<file path="src/rtl/efsr_pkg.sv">
// Shared types, constants and fixed-point helpers for the failure/success recurrence block.
package efsr_pkg;

	localparam int unsigned FRAC_BITS = 31;
	localparam int unsigned VAL_W = 32;
	localparam int unsigned IDX_W = 16;
	localparam int unsigned STEP_W = IDX_W + 1;
	localparam int unsigned WIN_W = 11;
	localparam int unsigned CFG_IDX_W = 2;
	localparam int unsigned DEF_MAX_WINDOW = 1024;

	localparam logic [VAL_W-1:0] FX_ONE = VAL_W'(64'd1 << FRAC_BITS);
	localparam logic [VAL_W-1:0] DECAY_RESET = 32'd2147376276;
	localparam logic [WIN_W-1:0] WINDOW_RESET = 11'd1;

	localparam logic [CFG_IDX_W-1:0] REG_DECAY = 2'd0;
	localparam logic [CFG_IDX_W-1:0] REG_WINDOW = 2'd1;

	typedef struct packed {
		logic [VAL_W-1:0] val;
		logic clip;
	} sat_sum_t;

	typedef struct packed {
		logic init;
		logic gen;
	} coef_ctl_t;

	typedef struct packed {
		logic issue;
		logic hist_ok;
		logic finish_step;
		logic start_req;
	} acc_ctl_t;

	// Exact product, truncated towards zero after dropping the fraction bits.
	function automatic logic [VAL_W-1:0] fx_mul(input logic [VAL_W-1:0] a,
			input logic [VAL_W-1:0] b);
		logic [2*VAL_W-1:0] p;
		p = {{VAL_W{1'b0}}, a} * {{VAL_W{1'b0}}, b};
		return p[FRAC_BITS +: VAL_W];
	endfunction

	// Sum of two values no greater than one, clipped at one.
	function automatic sat_sum_t fx_add_sat(input logic [VAL_W-1:0] a,
			input logic [VAL_W-1:0] b);
		sat_sum_t res;
		logic [VAL_W:0] s;
		s = {1'b0, a} + {1'b0, b};
		if (s > {1'b0, FX_ONE}) begin
			res.val = FX_ONE;
			res.clip = 1'b1;
		end else begin
			res.val = s[VAL_W-1:0];
			res.clip = 1'b0;
		end
		return res;
	endfunction

endpackage

</file>
<file path="src/rtl/efsr_acc.sv">
// Multiply and saturating accumulate pipeline for one recurrence step.
module efsr_acc import efsr_pkg::*; (
	input  logic clk,
	input  logic arst_n,
	input  acc_ctl_t ctl,
	input  logic [VAL_W-1:0] coef_data,
	input  logic [VAL_W-1:0] hist_data,
	input  logic [VAL_W-1:0] power,
	output logic busy,
	output sat_sum_t fin,
	output logic sat_flag
);

	logic v_s1;
	logic ok_s1;
	logic v_s2;
	logic [VAL_W-1:0] prod_s2;
	logic [VAL_W-1:0] acc_q;
	logic sat_q;
	sat_sum_t sum;

	// Memory data arrives in the cycle after the read is issued; history slots not yet
	// written in this request count as zero.
	always_ff @(posedge clk or negedge arst_n) begin
		if (!arst_n) begin
			v_s1 <= 1'b0;
			v_s2 <= 1'b0;
			sat_q <= 1'b0;
		end else begin
			v_s1 <= ctl.issue;
			v_s2 <= v_s1;
			if (ctl.start_req) begin
				sat_q <= 1'b0;
			end else if (v_s2 && sum.clip) begin
				sat_q <= 1'b1;
			end else if (ctl.finish_step && fin.clip) begin
				sat_q <= 1'b1;
			end
		end
	end

	always_ff @(posedge clk) begin
		ok_s1 <= ctl.hist_ok;
		prod_s2 <= fx_mul(coef_data, ok_s1 ? hist_data : '0);
		if (ctl.start_req || ctl.finish_step) begin
			acc_q <= '0;
		end else if (v_s2) begin
			acc_q <= sum.val;
		end
	end

	assign sum = fx_add_sat(acc_q, prod_s2);
	assign fin = fx_add_sat(acc_q, power);
	assign busy = v_s1 | v_s2;
	assign sat_flag = sat_q;

endmodule

</file>
<file path="config.mk">
export PLATFORM = sky130hd
export DESIGN_NAME = efsr_acc
export DESIGN_NICKNAME = d
export VERILOG_FILES = /design/src/rtl/efsr_pkg.sv /design/src/rtl/efsr_acc.sv
export SDC_FILE = /design/constraint.sdc
export NUM_CORES = 2
export LEC_CHECK = 0
export BUFFER_PORTS_ARGS = -buffer_cell sky130_fd_sc_hd__buf_2
export CAP_MARGIN = 5
export CORE_ASPECT_RATIO = 1.75
export CORE_MARGIN = 3
export CORE_UTILIZATION = 40
export DETAILED_ROUTE_END_ITERATION = 6
export HOLD_SLACK_MARGIN = 0.05
export SYNTH_ARGS = -nofsm -noshare
export SYNTH_HDL_FRONTEND = slang
export SYNTH_SLANG_ARGS = --single-unit
</file>
<file path="constraint.sdc">
create_clock -name clk -period 10.4 [get_ports clk]
set_input_delay 3.12 -clock clk [delete_from_list [all_inputs] [get_ports clk]]
set_output_delay 3.12 -clock clk [all_outputs]
set_load 0.02 [all_outputs]
</file>
==> reports/results.ini <==
[clocking]
cts_sinks=68
numCtsBuffers=9
clk_latency_ps=340
ctsHoldBuffers=0
cts_setup_buffers=0
clockBufferDepth=2
root_buffer=clkbuf_16
clk_pin_slew_worst_paths_ps=50
htreeDepth=3
cts_tree=yes

[floorplan]
core-area_um2=94700
fp-row-count=149
top_level_ports=137
initial_core_util=0.406
die_h_um=416
die_w_um=240
dieArea_um2=100000

[routing]
via_per_inst=5.49
wl_um=131000
postRouteAntennaNets=0
drc=0
drtPass1Iterations=5
vias=31688
wl_per_cell_um=22.7
drtIter0Drc=1909

[yosys]
yosys_warnings=0
synthesis.instances=4336
synth-seq-cells=68
synth_flop_cell=dfxtp_1
syn_area_per_cell_um2=8.86
synth-seq-area-share=0.0358
syn_area_um2=38400
synth_edf_count=0
netlist-cell-type-count=77
syn-num-nets=5652
async_flop_share=0.0441

[worst_setup_path]
crit_required_ps=10620
worstSetupStartpointType=input pin
worstSetupPathType=input pin to register
cp_common_cell=fa_1
end_kind=register
cp.arrival_ps=10420
slowest_stage=fa_1
max_stage_delay_ps=560
worst-path-max-fanout=7

[place]
portBuffers=136
routabilityCongestion=0.941
placedCellCount=5747
hpwl_um=114000

[final_layout]
mostFrequentLayoutCell=inv_1
multiInputGateArea_um2=32700
area_growth_pct=11.8
register_area_um2=1380
fin_util=0.453
instances_no_fill=5771
fill_cells=9262
final_cell_mix=899 x inv_1, 892 x fa_1, 625 x and3_1
layout-drive-gt1-share=0.121
finalNetCount=5866

[timing]
worst_clock_skew_ps=12.9
setup_viol=0
period_needed_ps=10200
timing_hold_violations_final=0
hold_ws_ps=374
period_share=0.981
maxSlewViolCount=0
rsz0062_at_grt=false
max_freq_mhz=98.0
maxSlewHeadroom=0.498
worst_slew_pin_slew_ps=744

[global_routing]
grt_start_max_net_pins=144
grt_usage=0.267
grt_pass1_vias=34603
gr-total-overflow=0
grt_pass1_wl_um=200000
antenna_found_initial=12

[hold_path]
hold_path.class=register to register

[run]
maxCapViolations=0

[power]
ir_worst_vdd_uv=670
p_per_area_nw_per_um2=377
leakage_uw=0.0234

[run_status]
status=complete, no violations

-- Yosys cell counts, types with 4 or more instances --
cell	count	area, um2
and4_1	7	61.3
dfxtp_1	65	1300
inv_1	899	3370
a2111oi_0	6	52.6
buf_1	8	30.0
a211o_1	9	78.8
a32o_1	4	40.0
or3_1	13	81.3
o211ai_1	11	82.6
o31ai_1	8	60.1
nor2_1	74	278
nor3_1	30	150
o21bai_1	8	60.1
nor3b_1	6	45.0
or2_2	8	50.1
a31o_2	4	35.0
o21a_1	27	203
fa_1	896	17900
a21boi_0	10	75.1
nand2b_1	16	100
clkbuf_1	272	1020
nor2b_1	21	131
nor4_1	7	43.8
a311o_1	4	40.0
ha_1	318	3980
nand2_1	481	1810
a31oi_1	10	62.6
and3_1	625	3910
nand3_1	46	230
mux2i_1	4	40.0
o211a_1	4	40.0
a22o_1	15	131
xnor2_1	40	350
a21oi_1	96	480
o2111ai_1	9	78.8
and2_1	37	231
o22ai_1	4	25.0
xor2_1	24	210
a21o_1	44	330
nand4_1	21	131
o21ai_0	77	385
a211oi_1	18	135
-- layer usage --
layer	global-route usage	wire length [um]	share of wire	up-vias
li1	-	-	-	14023
met1	0.277	44300	0.34	16178
met2	0.489	69000	0.53	1050
met3	0.0246	5000	0.038	433
met4	0.206	12800	0.098	4
met5	0	33	0.00025	-
-- power by group --
part | internal, uW | switching, uW | leakage [uW]
clock | 167 | 114 | 0.000129
sequential | 472 | 59.0 | 0.000574
combinational | 7210 | 8160 | 0.0227
-- path summary, 6_finish.rpt --
check	startpoint	to	slack [ps]	depth (start not counted)
hold / removal	v_s1	v_s2	370	0
setup / recovery	hist_data[8]	prod_s2[28]	200	29
hold reg to reg	v_s1	v_s2	370	0
max in group asynchronous	arst_n	sat_flag	7730	1
min in group asynchronous	arst_n	v_s1	2570	1
setup reg to reg	ok_s1	prod_s2[28]	1970	31
-- cells by family after synthesis --
kind of cell,count (synthesis),share of synthesized area
compound gates,394,0.0695
xor+xnor,64,0.0146
fa+ha+maj,1214,0.570
buf+inv,1184,0.116
flops,68,0.0358
mux,5,0.00134
simple gates,1407,0.192
-- timing repair --
item                       4_1_cts  5_1_grt
pin swaps                        0        6
setup endpoints to repair        8       10
resized for setup               11       37
-- cell type report --
type / count / area share
timing repair buffer: 487 / 0.0867
antenna: 8 / 0.000466
clock inverter: 4 / 0.000583
sequential: 68 / 0.0321
inverter: 900 / 0.0787
multi-input combinational: 3084 / 0.760
tap: 1208 / 0.0352
clock buffer: 12 / 0.00574
-- sequential cells by signal, indices dropped and copies added, names as in the netlist --
signal and flops:
v_s1 1, v_s2 1, ok_s1 1, acc_q 32, prod_s2 32, sat_flag 1
-- stage by stage --
| stage | cell area, um2 | worst slack [ps] | setup TNS (ps) | total power [uW] |
|---|---|---|---|---|
| 2_1_floorplan | 38400 | 109 | 0 | 9620 |
| 3_3_place_gp | 42500 | -423 | -3550 | 15500 |
| 3_5_place_dp | 42500 | -509 | -4980 | 15600 |
| 4_1_cts | 42800 | 61.4 | 0 | 16100 |
| 5_1_grt | 42900 | 2.46 | 0 | 17900 |
| 6_report | 42900 | 197 | 0 | 16200 |
-- worst max-delay path: cells and delay by family --
family          cells  cell delay (ps)
compound gates      7             1360
xor+xnor            1              140
fa+ha+maj           9             4440
buf+inv             9             1010
simple gates        3              350
Note: power is estimated with default switching activity, not from simulation.
